## src/rtl/assert_macros.svh

```systemverilog
// ----------------------------------------------------------------------------
// assertion macros
// shared concurrent assertion forms for the inverse block
// ----------------------------------------------------------------------------
`ifndef ASSERT_MACROS_SVH
`define ASSERT_MACROS_SVH

// expression must never hold outside reset
`define M4_ASSERT_NEVER(lbl, clk, rst, expr) \
   lbl: assert property (@(posedge clk) disable iff (rst) !(expr)) \
      else $error("assertion failed: forbidden condition");

// antecedent implies consequent in the same cycle
`define M4_ASSERT_IMP(lbl, clk, rst, ante, cons) \
   lbl: assert property (@(posedge clk) disable iff (rst) (ante) |-> (cons)) \
      else $error("assertion failed: implication broken");

`endif

```

## src/rtl/m4inv_pkg.sv

```systemverilog
// ----------------------------------------------------------------------------
// m4inv_pkg
// types, widths and permutation table for the 4x4 fixed-point inverse
// ----------------------------------------------------------------------------
package m4inv_pkg;

   localparam int ELEM_WIDTH    = 32;
   localparam int FRAC_BITS     = 16;
   localparam int LIMB_WIDTH    = 32;
   localparam int NUM_LIMBS     = 4;
   localparam int WIDE_WIDTH    = 136;
   localparam int PROD_WIDTH    = LIMB_WIDTH + ELEM_WIDTH + 1;
   localparam int QUO_WIDTH     = ELEM_WIDTH + 1;
   localparam int DIV_STEPS     = WIDE_WIDTH;
   localparam int DIV_CNT_WIDTH = $clog2(DIV_STEPS + 1);

   localparam logic [ELEM_WIDTH-1:0] ELEM_MAX = {1'b0, {(ELEM_WIDTH-1){1'b1}}};
   localparam logic [ELEM_WIDTH-1:0] ELEM_MIN = {1'b1, {(ELEM_WIDTH-1){1'b0}}};

   typedef struct packed {
      logic signed [ELEM_WIDTH-1:0] element_0;
      logic signed [ELEM_WIDTH-1:0] element_1;
      logic signed [ELEM_WIDTH-1:0] element_2;
      logic signed [ELEM_WIDTH-1:0] element_3;
   } m4inv_req_type;

   typedef struct packed {
      logic signed [ELEM_WIDTH-1:0] inv_0;
      logic signed [ELEM_WIDTH-1:0] inv_1;
      logic signed [ELEM_WIDTH-1:0] inv_2;
      logic signed [ELEM_WIDTH-1:0] inv_3;
      logic                         singular;
      logic                         saturated;
      logic                         last_row;
   } m4inv_rsp_type;

   typedef struct packed {
      logic                  start;
      logic [WIDE_WIDTH-1:0] num;
      logic [WIDE_WIDTH-1:0] den;
   } m4inv_div_cmd_type;

   typedef struct packed {
      logic                 done;
      logic [QUO_WIDTH-1:0] quo;
      logic                 ovf;
   } m4inv_div_res_type;

   // column picked by factor f of 3x3 permutation k
   function automatic logic [1:0] perm_col(input logic [2:0] k, input logic [1:0] f);
      logic [1:0] c;
      c = 2'd0;
      case (k)
         3'd0: c = f;
         3'd1: c = (f == 2'd0) ? 2'd1 : ((f == 2'd1) ? 2'd2 : 2'd0);
         3'd2: c = (f == 2'd0) ? 2'd2 : ((f == 2'd1) ? 2'd0 : 2'd1);
         3'd3: c = (f == 2'd0) ? 2'd0 : ((f == 2'd1) ? 2'd2 : 2'd1);
         3'd4: c = (f == 2'd0) ? 2'd2 : ((f == 2'd1) ? 2'd1 : 2'd0);
         3'd5: c = (f == 2'd0) ? 2'd1 : ((f == 2'd1) ? 2'd0 : 2'd2);
         default: c = 2'd0;
      endcase
      return c;
   endfunction

   // odd permutations
   function automatic logic perm_neg(input logic [2:0] k);
      return (k == 3'd3) || (k == 3'd4) || (k == 3'd5);
   endfunction

endpackage

```

## src/rtl/m4inv_mul.sv

```systemverilog
// ----------------------------------------------------------------------------
// m4inv_mul
// shared signed 33x32 multiplier with registered product
// ----------------------------------------------------------------------------
module m4inv_mul
   import m4inv_pkg::*;
(
   input  logic                         clock,
   input  logic signed [LIMB_WIDTH:0]   op_a,
   input  logic signed [ELEM_WIDTH-1:0] op_b,
   output logic signed [PROD_WIDTH-1:0] product_ff
);

   logic signed [PROD_WIDTH-1:0] product_in;

   // operands widened first so the full product is kept
   assign product_in = PROD_WIDTH'(op_a) * PROD_WIDTH'(op_b);

   always_ff @(posedge clock) begin
      product_ff <= product_in;
   end

endmodule

```

## config.mk

```make
export PLATFORM = sky130hd
export DESIGN_NAME = m4inv_mul
export DESIGN_NICKNAME = d
export VERILOG_FILES = /design/src/rtl/assert_macros.svh /design/src/rtl/m4inv_pkg.sv /design/src/rtl/m4inv_mul.sv
export SDC_FILE = /design/constraint.sdc
export NUM_CORES = 2
export LEC_CHECK = 0
export ABC_AREA = 1
export BUFFER_PORTS_ARGS = -buffer_cell sky130_fd_sc_hd__buf_2
export CAP_MARGIN = 20
export CORE_MARGIN = 4
export CORE_UTILIZATION = 45
export CTS_CLUSTER_DIAMETER = 80
export DETAILED_ROUTE_END_ITERATION = 16
export GPL_ROUTABILITY_DRIVEN = 1
export SETUP_SLACK_MARGIN = 0.3
export SLEW_MARGIN = 20
export SYNTH_ARGS = -nofsm -noshare
export SYNTH_HDL_FRONTEND = slang
export SYNTH_SLANG_ARGS = --single-unit
export TNS_END_PERCENT = 100
```

## constraint.sdc

```tcl
create_clock -name clock -period 7.3 [get_ports clock]
set_input_delay 1.095 -clock clock [delete_from_list [all_inputs] [get_ports clock]]
set_output_delay 1.095 -clock clock [all_outputs]
set_load 0.01 [all_outputs]
```

==> impl_metrics.ini <==
[status]
outcome = complete, no violations

[floorplanning]
core-area_um2 = 90300
die-area_um2 = 96200
rows = 110
io_pins = 131
start_util_pct = 45.5
die-height_um = 310
die_w_um = 310

[timing]
fin_tns_setup_ns = 0
hold_viol = 0
fmax_mhz = 137
maxSlewHeadroom_pct = 60.7
drv_slew = 0
final-setup-viol-count = 0
worstMarginPinSlew_ns = 0.589
worst_slack_ns = 0.0238
rsz0062_at_grt = true
finalCritPeriodShare_pct = 99.7
fin_crit_ns = 7.28

[cts]
path_clk_slew_ns = 0.07
clock-sinks = 65
ctsHoldBuffers = 0
cts_buffers = 9
root_buffer = clkbuf_16
cts_tree = yes
clk_path_buf_depth = 2
htree_levels = 3

[worst_setup_path]
endpoint = product_ff[59]$_DFF_P_
startpoint_type = primary input
cp.arrival_ns = 7.52
critPathMaxStageDelay_ns = 0.63
cp.depth = 29
startpoint = op_a[32]
critPathMostFrequentCell = fa_1
cp_top_family = adder cells
endpoint_kind = register
critPathMaxFanout = 8
path_class = primary input to register
crit_slowest_cell = fa_2
crit_buf_inv = 11
worstPathRequired_ns = 7.54

[placement]
dpl_worst_slack_ns = -0.684
numPortBuffers = 130
hpwl_um = 109000
place.gp.congestion = 0.945

[global_route]
grt_pass1_wl_um = 202000
grt_max_degree = 22
antenna_found_initial = 8
grt_pass1_vias = 36211
track_usage_pct = 27.2
overflow = 0

[drt]
drc = 0
wl_per_cell_um = 18.9
vias = 33776
firstDrtPassIters = 5
drt_iter0_drc = 2151
routed_via_density = 4.89
finalWirelength_um = 131000
ant_nets = 0

[cells_and_area]
largest_register_ffs = 65
area_delta_synth_final_pct = 27.3
seqCellArea_um2 = 1300
nets = 7092
mostFrequentLayoutCells = 1,580 x inv_1, 1,271 x nand2_1, 1,014 x fa_1
final_common_cell = inv_1
drive_above_1_share_pct = 25.1
multi_input_area_um2 = 35500
top_register = product_ff
postLayoutCoreUtil_pct = 57.9
fill_cells = 8124
reg.largest.list = product_ff (65)

[synthesis]
synth_area_per_cell_um2 = 7.89
synth_cell_types = 31
synth_cells = 5211
synth_edf_count = 0
syn-cell-area_um2 = 41100
netlist.top_cell.by_area = fa_1
synth-async-reset-ratio_pct = 0
synth-seq-cells = 65
synth_fp_nets = 6575
ys.flop_type = dfxtp_1
yosysSeqAreaShare_pct = 3.17
synth_area_leaders = fa_1 54%, inv_1 16%, nand2_1 13%
synth_top_area_share_pct = 54.2
ys_warn_count = 0

[min_path]
hold_path.class = primary input to register

[run]
drv_cap = 0
cell families (layout without fill, tap and decap cells):
logic type	count (synthesis)	after routing	synth area share, %
compound gates	124	124	1.66
flops	65	65	3.17
simple gates	1749	1749	16.8
xor+xnor	42	42	0.895
fa+ha+maj	1298	1298	59.8
other cells	0	2	0
buf+inv	1933	2455	17.7
Yosys cell counts, types with 5 or more instances:
| cell type | instances |
|---|---|
| nand2_1 | 1462 |
| a21oi_1 | 70 |
| nand3_1 | 62 |
| nor3_1 | 11 |
| nand3_2 | 9 |
| o21bai_1 | 14 |
| nand2_2 | 13 |
| a21o_1 | 5 |
| buf_1 | 7 |
| xnor2_1 | 9 |
| nand4_1 | 20 |
| nor2_1 | 142 |
| dfxtp_1 | 65 |
| xor2_1 | 33 |
| ha_1 | 186 |
| inv_1 | 1705 |
| fa_1 | 1112 |
| clkbuf_1 | 219 |
| o21ai_0 | 26 |
| or2_2 | 5 |
| nor2_2 | 14 |
layout make-up:
cell class	count	share of cell area (%)
antenna	2	0.00957
clock buffer	9	0.430
clock inverter	7	0.210
inverter	1707	12.3
multi-input combinational	3213	67.8
sequential	65	2.49
tap	1176	2.81
timing repair buffer	731	13.9
timing repair inverter	1	0.0143
layer usage:
layer  global-route usage (%)  wire [µm]  vias up
met5                        0         47        -
met4                     7.93       5100        6
met1                     34.6      51200    17284
met2                     49.4      66700     1001
met3                     2.72       7720      243
li1                         -          -    15242
through the flow:
stage / area, µm² / std cells / hold slack, ns
floorplan: 41400 / 5211 / 1.35
global placement: 47100 / 6783 / 1.49
detailed placement: 47100 / 6783 / 1.49
CTS: 49600 / 6845 / 1.45
global route: 52300 / 6910 / 1.50
finish: 52300 / 6911 / 1.47
how the worst min path moves through the flow:
stage / from / to / slack (ns) / depth (start not counted)
global placement: product_ff[25]$_DFF_P_ / product_ff[25] / 1.49 / 1
CTS: op_a[0] / product_ff[0]$_DFF_P_ / 1.45 / 5
floorplan: op_b[0] / product_ff[0]$_DFF_P_ / 1.35 / 3
detailed placement: product_ff[25]$_DFF_P_ / product_ff[25] / 1.49 / 1
finish: op_a[0] / product_ff[0]$_DFF_P_ / 1.47 / 5
global route: op_a[0] / product_ff[0]$_DFF_P_ / 1.50 / 5
timing repair:
| action | CTS | global route |
|---|---|---|
| setup buffers | 36 | 47 |
| endpoints found under the setup margin | 46 | 47 |
| gates cloned | 10 | 17 |
| endpoints found under the hold margin | 0 | 0 |
| pin swaps | 178 | 374 |
| gates resized for setup | 411 | 600 |
worst min-delay path: stages:
cell and delay (ns):
buf_2 0.11, buf_4 0.20, buf_4 0.23, nand2_1 0.08
inv_1 0.04
Power is left out: the tool's default activity adds up to more than one toggle a clock period on the data nets, which glitch-free logic cannot reach.
