===== src/rtl/assert_macros.svh =====
// ----------------------------------------------------------------------------
// assertion macros
// shared concurrent assertion forms for the inverse block
// ----------------------------------------------------------------------------
`ifndef ASSERT_MACROS_SVH
`define ASSERT_MACROS_SVH

// expression must never hold outside reset
`define M4_ASSERT_NEVER(lbl, clk, rst, expr) \
   lbl: assert property (@(posedge clk) disable iff (rst) !(expr)) \
      else $error("assertion failed: forbidden condition");

// antecedent implies consequent in the same cycle
`define M4_ASSERT_IMP(lbl, clk, rst, ante, cons) \
   lbl: assert property (@(posedge clk) disable iff (rst) (ante) |-> (cons)) \
      else $error("assertion failed: implication broken");

`endif


===== src/rtl/m4inv_pkg.sv =====
// ----------------------------------------------------------------------------
// m4inv_pkg
// types, widths and permutation table for the 4x4 fixed-point inverse
// ----------------------------------------------------------------------------
package m4inv_pkg;

   localparam int ELEM_WIDTH    = 32;
   localparam int FRAC_BITS     = 16;
   localparam int LIMB_WIDTH    = 32;
   localparam int NUM_LIMBS     = 4;
   localparam int WIDE_WIDTH    = 136;
   localparam int PROD_WIDTH    = LIMB_WIDTH + ELEM_WIDTH + 1;
   localparam int QUO_WIDTH     = ELEM_WIDTH + 1;
   localparam int DIV_STEPS     = WIDE_WIDTH;
   localparam int DIV_CNT_WIDTH = $clog2(DIV_STEPS + 1);

   localparam logic [ELEM_WIDTH-1:0] ELEM_MAX = {1'b0, {(ELEM_WIDTH-1){1'b1}}};
   localparam logic [ELEM_WIDTH-1:0] ELEM_MIN = {1'b1, {(ELEM_WIDTH-1){1'b0}}};

   typedef struct packed {
      logic signed [ELEM_WIDTH-1:0] element_0;
      logic signed [ELEM_WIDTH-1:0] element_1;
      logic signed [ELEM_WIDTH-1:0] element_2;
      logic signed [ELEM_WIDTH-1:0] element_3;
   } m4inv_req_type;

   typedef struct packed {
      logic signed [ELEM_WIDTH-1:0] inv_0;
      logic signed [ELEM_WIDTH-1:0] inv_1;
      logic signed [ELEM_WIDTH-1:0] inv_2;
      logic signed [ELEM_WIDTH-1:0] inv_3;
      logic                         singular;
      logic                         saturated;
      logic                         last_row;
   } m4inv_rsp_type;

   typedef struct packed {
      logic                  start;
      logic [WIDE_WIDTH-1:0] num;
      logic [WIDE_WIDTH-1:0] den;
   } m4inv_div_cmd_type;

   typedef struct packed {
      logic                 done;
      logic [QUO_WIDTH-1:0] quo;
      logic                 ovf;
   } m4inv_div_res_type;

   // column picked by factor f of 3x3 permutation k
   function automatic logic [1:0] perm_col(input logic [2:0] k, input logic [1:0] f);
      logic [1:0] c;
      c = 2'd0;
      case (k)
         3'd0: c = f;
         3'd1: c = (f == 2'd0) ? 2'd1 : ((f == 2'd1) ? 2'd2 : 2'd0);
         3'd2: c = (f == 2'd0) ? 2'd2 : ((f == 2'd1) ? 2'd0 : 2'd1);
         3'd3: c = (f == 2'd0) ? 2'd0 : ((f == 2'd1) ? 2'd2 : 2'd1);
         3'd4: c = (f == 2'd0) ? 2'd2 : ((f == 2'd1) ? 2'd1 : 2'd0);
         3'd5: c = (f == 2'd0) ? 2'd1 : ((f == 2'd1) ? 2'd0 : 2'd2);
         default: c = 2'd0;
      endcase
      return c;
   endfunction

   // odd permutations
   function automatic logic perm_neg(input logic [2:0] k);
      return (k == 3'd3) || (k == 3'd4) || (k == 3'd5);
   endfunction

endpackage


===== src/rtl/m4inv_div.sv =====
// ----------------------------------------------------------------------------
// m4inv_div
// restoring magnitude divider, one quotient bit per cycle, overflow sticky
// ----------------------------------------------------------------------------
module m4inv_div
   import m4inv_pkg::*;
(
   input  logic              clock,
   input  logic              reset,
   input  m4inv_div_cmd_type cmd,
   output m4inv_div_res_type res
);

   logic                     busy_ff, busy_in;
   logic                     done_ff, done_in;
   logic [DIV_CNT_WIDTH-1:0] cnt_ff, cnt_in;
   logic [WIDE_WIDTH:0]      rem_ff, rem_in;
   logic [WIDE_WIDTH-1:0]    num_ff, num_in;
   logic [WIDE_WIDTH-1:0]    den_ff, den_in;
   logic [QUO_WIDTH-1:0]     quo_ff, quo_in;
   logic                     ovf_ff, ovf_in;
   logic [WIDE_WIDTH:0]      rem_sh;
   logic                     fits;

   always_comb begin
      rem_sh  = {rem_ff[WIDE_WIDTH-1:0], num_ff[WIDE_WIDTH-1]};
      fits    = rem_sh >= {1'b0, den_ff};
      busy_in = busy_ff;
      done_in = 1'b0;
      cnt_in  = cnt_ff;
      rem_in  = rem_ff;
      num_in  = num_ff;
      den_in  = den_ff;
      quo_in  = quo_ff;
      ovf_in  = ovf_ff;
      if (cmd.start) begin
         busy_in = 1'b1;
         cnt_in  = '0;
         rem_in  = '0;
         num_in  = cmd.num;
         den_in  = cmd.den;
         quo_in  = '0;
         ovf_in  = 1'b0;
      end else if (busy_ff) begin
         rem_in = fits ? (rem_sh - {1'b0, den_ff}) : rem_sh;
         num_in = {num_ff[WIDE_WIDTH-2:0], 1'b0};
         // a bit leaving the top means the quotient cannot fit
         ovf_in = ovf_ff | quo_ff[QUO_WIDTH-1];
         quo_in = {quo_ff[QUO_WIDTH-2:0], fits};
         cnt_in = cnt_ff + 1'b1;
         if (cnt_ff == DIV_CNT_WIDTH'(DIV_STEPS - 1)) begin
            busy_in = 1'b0;
            done_in = 1'b1;
         end
      end
   end

   always_ff @(posedge clock) begin
      if (reset) begin
         busy_ff <= 1'b0;
         done_ff <= 1'b0;
      end else begin
         busy_ff <= busy_in;
         done_ff <= done_in;
      end
   end

   always_ff @(posedge clock) begin
      cnt_ff <= cnt_in;
      rem_ff <= rem_in;
      num_ff <= num_in;
      den_ff <= den_in;
      quo_ff <= quo_in;
      ovf_ff <= ovf_in;
   end

   assign res.done = done_ff;
   assign res.quo  = quo_ff;
   assign res.ovf  = ovf_ff;

endmodule

===== config.mk =====
export PLATFORM = sky130hd
export DESIGN_NAME = m4inv_div
export DESIGN_NICKNAME = d
export VERILOG_FILES = /design/src/rtl/assert_macros.svh /design/src/rtl/m4inv_pkg.sv /design/src/rtl/m4inv_div.sv
export SDC_FILE = /design/constraint.sdc
export NUM_CORES = 1
export LEC_CHECK = 0
export BUFFER_PORTS_ARGS = -buffer_cell sky130_fd_sc_hd__buf_2
export CAP_MARGIN = 5
export CORE_UTILIZATION = 45
export CTS_BUF_LIST = sky130_fd_sc_hd__clkbuf_4 sky130_fd_sc_hd__clkbuf_8
export DETAILED_ROUTE_END_ITERATION = 8
export GPL_TIMING_DRIVEN = 0
export PLACE_DENSITY = 0.65
export SETUP_SLACK_MARGIN = 0.15
export SYNTH_ARGS = -nofsm -noshare
export SYNTH_HDL_FRONTEND = slang
export SYNTH_SLANG_ARGS = --single-unit

===== constraint.sdc =====
create_clock -name clock -period 5.1 [get_ports clock]
set_clock_uncertainty 0.15 [all_clocks]
set_input_delay 0.51 -clock clock [delete_from_list [all_inputs] [get_ports clock]]
set_output_delay 0.51 -clock clock [all_outputs]
set_load 0.02 [all_outputs]

==> results.sh, run 1 <==
export IMPL_status="finished, final reports clean"
export IMPL_hold_end="num_ff[103]$_DFFE_PP_"
export IMPL_n_fill_cell=5208
export IMPL_post_cts_buffers=0
export IMPL_async_reset_ff_frac=0
export IMPL_wl_um=97600
export IMPL_period_minus_slack_ns=4.79
export IMPL_fmax_ghz=0.209
export IMPL_reg2reg_slack_ns=0.31
export IMPL_grt_max_degree=85
export IMPL_critPathArrivalTime_ns=5.24
export IMPL_tightestPinTransition_ns=1.42
export IMPL_crit_required_ns=5.55
export IMPL_rsz0062_at_grt="no"
export IMPL_finalNetCount=3993
export IMPL_worst_ir_drop_vdd_mv=0.355
export IMPL_track_usage=0.313
export IMPL_synth_cells=2915
export IMPL_relSlewSlack=0.0553
export IMPL_place_congestion=1.01
export IMPL_cts_tree="done"
export IMPL_fin_cells=4432
export IMPL_initial_core_util=0.458
export IMPL_die_x_um=248
export IMPL_cp_slowest_cell="clkdlybuf4s15_1"
export IMPL_max_stage_delay_ns=0.86
export IMPL_synth_top_cell_by_area="edfxtp_1"
export IMPL_grt_pass1_wl_um=146000
export IMPL_vias_per_cell=5.73
export IMPL_r2r_end="rem_ff[117]$_SDFFE_PP0P_"
export IMPL_port_buffer_count=309
export IMPL_hpwl_um=71400
export IMPL_setup_viol=0
export IMPL_areaGrowthSynthToFinish_pct=26.1
export IMPL_whs_path_depth=2
export IMPL_grt_antenna_before_repair=12
export IMPL_seq_area_um2=11800
export IMPL_rows=89
export IMPL_clockBufferDepth=3
export IMPL_yosys_warnings=0
export IMPL_die_area_um2=61500
export IMPL_critPathLaunchType="register"
export IMPL_overflow=0
export IMPL_hp_class="input pin to register"
export IMPL_drtIter0Drc=2082
export IMPL_wl_per_cell_um=22.0
export IMPL_drive_above_1_share=0.200
export IMPL_synth_edf_count=272
export IMPL_fin_crit_sh=0.940
export IMPL_cp_top_family="compound AO/OA/AOI/OAI gates"
export IMPL_crit_path_max_fanout=10
export IMPL_num_vias=25400
export IMPL_hp_start="cmd[239]"
export IMPL_first_pass_iters=6
export IMPL_crit_buf_inv=2
export IMPL_synthFlopType="edfxtp_1"
export IMPL_ant_nets=0
export IMPL_synth_cell_type_count=103
export IMPL_maxCapViolations=0
export IMPL_crit_type="register to register"
export IMPL_finalHoldViolations=0
export IMPL_coreArea_um2=59500
export IMPL_drc=0
export IMPL_cts_made_buffers=81
export IMPL_synth_most_common_cell="nand2_1"
export IMPL_power_density_nw_per_um2=306
export IMPL_ys_seq_area_frac=0.432
export IMPL_ys_ff_latch=452
export IMPL_multiInputGateArea_um2=13900
export IMPL_avgSynthCellArea_um2=9.35
export IMPL_clock_sinks=452
export IMPL_io_pins=310
export IMPL_r2r_cells=13
export IMPL_slew_violations=0
export IMPL_yosys_top_cells_area="edfxtp_1, dfxtp_1, ha_1"
export IMPL_synthesis_area_um2=27300
export IMPL_synthTopCellsByCount="nand2_1, nor2_1, a21oi_1, edfxtp_1, inv_1"
export IMPL_syn_nets=3328
export IMPL_htree_levels=3
export IMPL_total_leakage_power_uw=0.0140
export IMPL_cts_root_buf="clkbuf_8"
export IMPL_r2r_start="rem_ff[45]$_SDFFE_PP0P_"
export IMPL_netlist_area_leader_share=0.300
export IMPL_clkTransAtPathRegs_ns=0.07
export IMPL_place_inst=3999
export IMPL_grt_pass1_vias=25000
export IMPL_clk_latency_ns=0.71
export IMPL_die_h_um=248
export IMPL_power_total_uw=10500
export IMPL_endpoint_kind="register"
export IMPL_path_cells="ha_1, buf_2, a21oi_1, o21ai_0, a21oi_1, o21ai_0, a22o_1, a21oi_1, a21boi_4, a31oi_4, clkdlybuf4s15_1, o21ai_0, a22o_1"
what timing repair did:
action                                 in CTS  in global routing
resized for setup                           0                  3
hold buffers                              271                  0
setup endpoints to repair                   0                  6
endpoints found under the hold margin     272                  0
routing by layer:
metal | GRT usage | vias up | part of all wire
li1 | - | 11900 | -
met1 | 0.412 | 12100 | 0.43
met2 | 0.495 | 1149 | 0.45
met3 | 0.0673 | 191 | 0.080
met4 | 0.131 | 4 | 0.039
met5 | 0 | - | 0.00024
flip-flops by register name, indices dropped and copies added (netlist names):
register	flops
rem_ff	136
ovf_ff	1
num_ff	136
den_ff	136
done_ff	1
quo_ff	33
cnt_ff	8
busy_ff	1
cell families after synthesis:
| logic type | after synthesis | share of synthesized area |
|---|---|---|
| AO/OA/AOI/OAI | 801 | 0.191 |
| XOR/XNOR | 125 | 0.0402 |
| adder cells (fa/ha/maj) | 138 | 0.0636 |
| buffers and inverters | 364 | 0.0575 |
| flip-flops | 452 | 0.432 |
| multiplexers | 182 | 0.0730 |
| AND/OR/NAND/NOR | 853 | 0.143 |
worst max-delay path by stage:
| stage | cells past startpoint | end | startpoint |
|---|---|---|---|
| 2_1_floorplan | 4 | num_ff[0]$_SDFFCE_PN0P_ | cmd[272] |
| 3_3_place_gp | 5 | num_ff[22]$_DFFE_PP_ | cmd[272] |
| 3_5_place_dp | 7 | rem_ff[132]$_SDFFE_PP0P_ | cmd[272] |
| 4_1_cts | 13 | rem_ff[117]$_SDFFE_PP0P_ | rem_ff[45]$_SDFFE_PP0P_ |
| 5_1_grt | 15 | rem_ff[129]$_SDFFE_PP0P_ | den_ff[13]$_DFFE_PP_ |
| 6_report | 13 | rem_ff[117]$_SDFFE_PP0P_ | rem_ff[45]$_SDFFE_PP0P_ |
layout by cell type, fill, tap and decap left out, types with 54 or more instances in the layout:
master,instances
xnor2_1,87
dfxtp_1,180
mux2_2,135
a21oi_1,272
clkbuf_8,100
nand2_1,316
o21ai_0,141
a311oi_1,54
nand4_1,78
inv_1,187
buf_2,370
edfxtp_1,272
ha_1,137
nor2_1,282
dlygate4sd3_1,271
clkbuf_1,89
per-stage QoR:
step                setup TNS (ns)  hold slack, ns  setup slack (ns)  instance area [µm²]  utilization
floorplan                        0           0.288             0.817                27300            -
global placement           -493.67           0.306             -3.21                29800        0.501
detailed placement               0           0.323            0.0330                29800        0.502
CTS                              0        0.000295             0.441                34300        0.577
global route                     0          0.0157             0.191                34400        0.578
finish                           0          0.0351             0.308                34400        0.578
power breakdown:
part | internal, µW | switching (µW) | total [µW] | leakage [µW]
clock network | 2070 | 1690 | 3750 | 0.000950
logic | 967 | 1450 | 2420 | 0.00890
registers | 4190 | 145 | 4340 | 0.00417
total | 7230 | 3280 | 10500 | 0.0140
final cells by class:
class | instances | share of cell area
Buffer | 176 | 0.0252
Clock inverter | 26 | 0.00681
Sequential cell | 452 | 0.343
Timing Repair Buffer | 582 | 0.126
Clock buffer | 125 | 0.0450
Multi-Input combinational cell | 2099 | 0.405
Antenna cell | 11 | 0.000801
Tap cell | 773 | 0.0281
Inverter | 188 | 0.0207
Note: power is estimated with default switching activity, not from simulation.
==> run 2, diff against run 1 <==
- BUFFER_PORTS_ARGS: -buffer_cell sky130_fd_sc_hd__buf_2 -> -buffer_cell sky130_fd_sc_hd__buf_4
- SLEW_MARGIN: not set -> 20
==> run 2 against run 1 <==
Compared with the run above: first-iteration DRC count is 20% higher; non-clock buffer count up 2; combinational power is 3% higher; core utilization is 1.4 points higher.
==> results.sh, run 2 (same netlist as run 1, synthesis figures left out) <==
export IMPL_grt_max_degree=78
export IMPL_die_x_um=248
export IMPL_grt_pass1_wl_um=147000
export IMPL_worst_ir_drop_vdd_mv=0.228
export IMPL_design_area_um2=35200
export IMPL_fin_cells=4429
export IMPL_fmax_ghz=0.204
export IMPL_cts_made_buffers=82
export IMPL_maxCapViolations=0
export IMPL_grt_antenna_before_repair=4
export IMPL_drive_above_1_share=0.199
export IMPL_status="finished, final reports clean"
export IMPL_coreArea_um2=59500
export IMPL_crit_path_max_fanout=10
export IMPL_clock_sinks=452
export IMPL_power_density_nw_per_um2=304
export IMPL_ant_nets=0
export IMPL_relSlewSlack=0.206
export IMPL_clkTransAtPathRegs_ns=0.06
export IMPL_io_pins=310
export IMPL_cp_top_family="compound AO/OA/AOI/OAI gates"
export IMPL_fin_crit_sh=0.961
export IMPL_die_h_um=248
export IMPL_rows=89
export IMPL_overflow=0
export IMPL_critPathLaunchType="register"
export IMPL_tightestPinTransition_ns=1.19
export IMPL_num_vias=25700
export IMPL_path_cells="ha_1, a21oi_1, o21ai_0, a21oi_1, o211ai_1, o41ai_1, and3_1, a21boi_4, a31oi_4, clkbuf_1, o21ai_0, a22o_1"
export IMPL_hp_class="input pin to register"
export IMPL_n_fill_cell=5134
export IMPL_setup_viol=0
export IMPL_reg_top3="den_ff x136, num_ff x136, rem_ff x136"
export IMPL_seq_area_um2=11800
export IMPL_initial_core_util=0.458
export IMPL_port_buffer_count=309
export IMPL_slew_violations=0
export IMPL_die_area_um2=61500
export IMPL_drtIter0Drc=2489
export IMPL_grt_pass1_vias=25000
export IMPL_crit_buf_inv=1
export IMPL_wl_um=99000
export IMPL_wl_per_cell_um=22.4
export IMPL_vias_per_cell=5.79
export IMPL_place_congestion=1.02
export IMPL_rsz0062_at_grt="no"
export IMPL_critPathArrivalTime_ns=5.34
export IMPL_clockBufferDepth=3
export IMPL_period_minus_slack_ns=4.90
export IMPL_layout_common_cells="nand2_1, buf_4, nor2_1"
export IMPL_max_stage_delay_ns=0.91
export IMPL_track_usage=0.317
export IMPL_cp_slowest_cell="clkbuf_1"
export IMPL_multiInputGateArea_um2=13900
export IMPL_finalHoldViolations=0
export IMPL_cts_root_buf="clkbuf_8"
export IMPL_areaGrowthSynthToFinish_pct=29.1
export IMPL_hpwl_um=71600
export IMPL_first_pass_iters=8
export IMPL_layout_commonest_cell="nand2_1"
export IMPL_clk_latency_ns=0.71
export IMPL_htree_levels=3
export IMPL_cts_tree="done"
export IMPL_finalNetCount=3996
export IMPL_crit_type="register to register"
export IMPL_drc=0
export IMPL_place_inst=3999
export IMPL_fin_util=0.592
export IMPL_place_area_um2=30600
export IMPL_total_leakage_power_uw=0.0143
export IMPL_endpoint_kind="register"
export IMPL_crit_required_ns=5.54
-- run 2: final timing paths --
kind	from	to	slack [ns]	cells past startpoint
worst max-delay path	rem_ff[63]$_SDFFE_PP0P_	rem_ff[117]$_SDFFE_PP0P_	0.20	12
worst min-delay path	cmd[272]	den_ff[32]$_DFFE_PP_	0.14	1
worst max register to register	rem_ff[63]$_SDFFE_PP0P_	rem_ff[117]$_SDFFE_PP0P_	0.20	12
worst min register to register	rem_ff[36]$_SDFFE_PP0P_	rem_ff[37]$_SDFFE_PP0P_	0.33	2
-- run 2: what timing repair did --
action / 4_1_cts / 5_1_grt
setup buffers: 0 / 0
endpoints found under the setup margin: 0 / 1
hold buffers: 273 / 0
endpoints found under the hold margin: 274 / 0
gates resized for setup: 0 / 1
-- run 2: metrics by stage --
step / worst slack (ns) / power [µW] / setup TNS, ns / hold slack [ns]
3_5_place_dp: 0.417 / 6630 / 0 / 0.312
2_1_floorplan: 0.817 / 5870 / 0 / 0.288
3_3_place_gp: -2.35 / 6610 / -318.01 / 0.307
4_1_cts: 0.372 / 10700 / 0 / 0.130
6_report: 0.197 / 10700 / 0 / 0.143
5_1_grt: 0.281 / 11200 / 0 / 0.147
-- run 2: final cells by class --
class,instances,share of cell area
Antenna cell,3,0.000213
Buffer,176,0.0246
Clock buffer,117,0.0408
Clock inverter,37,0.0114
Inverter,188,0.0202
Multi-Input combinational cell,2099,0.396
Sequential cell,452,0.335
Tap cell,773,0.0275
Timing Repair Buffer,584,0.145
-- run 2: power breakdown --
| group | internal, µW | leakage, µW | switching, µW |
|---|---|---|---|
| combinational | 1030 | 0.00915 | 1460 |
| sequential | 4190 | 0.00417 | 145 |
| clock | 2160 | 0.000955 | 1720 |
| total | 7380 | 0.0143 | 3330 |
-- run 2: metal layers --
layer  global-route usage  routed length, µm
met1                0.423              42600
met2                0.499              44700
met3               0.0683               8100
met4                0.126               3620
met5                    0                 10
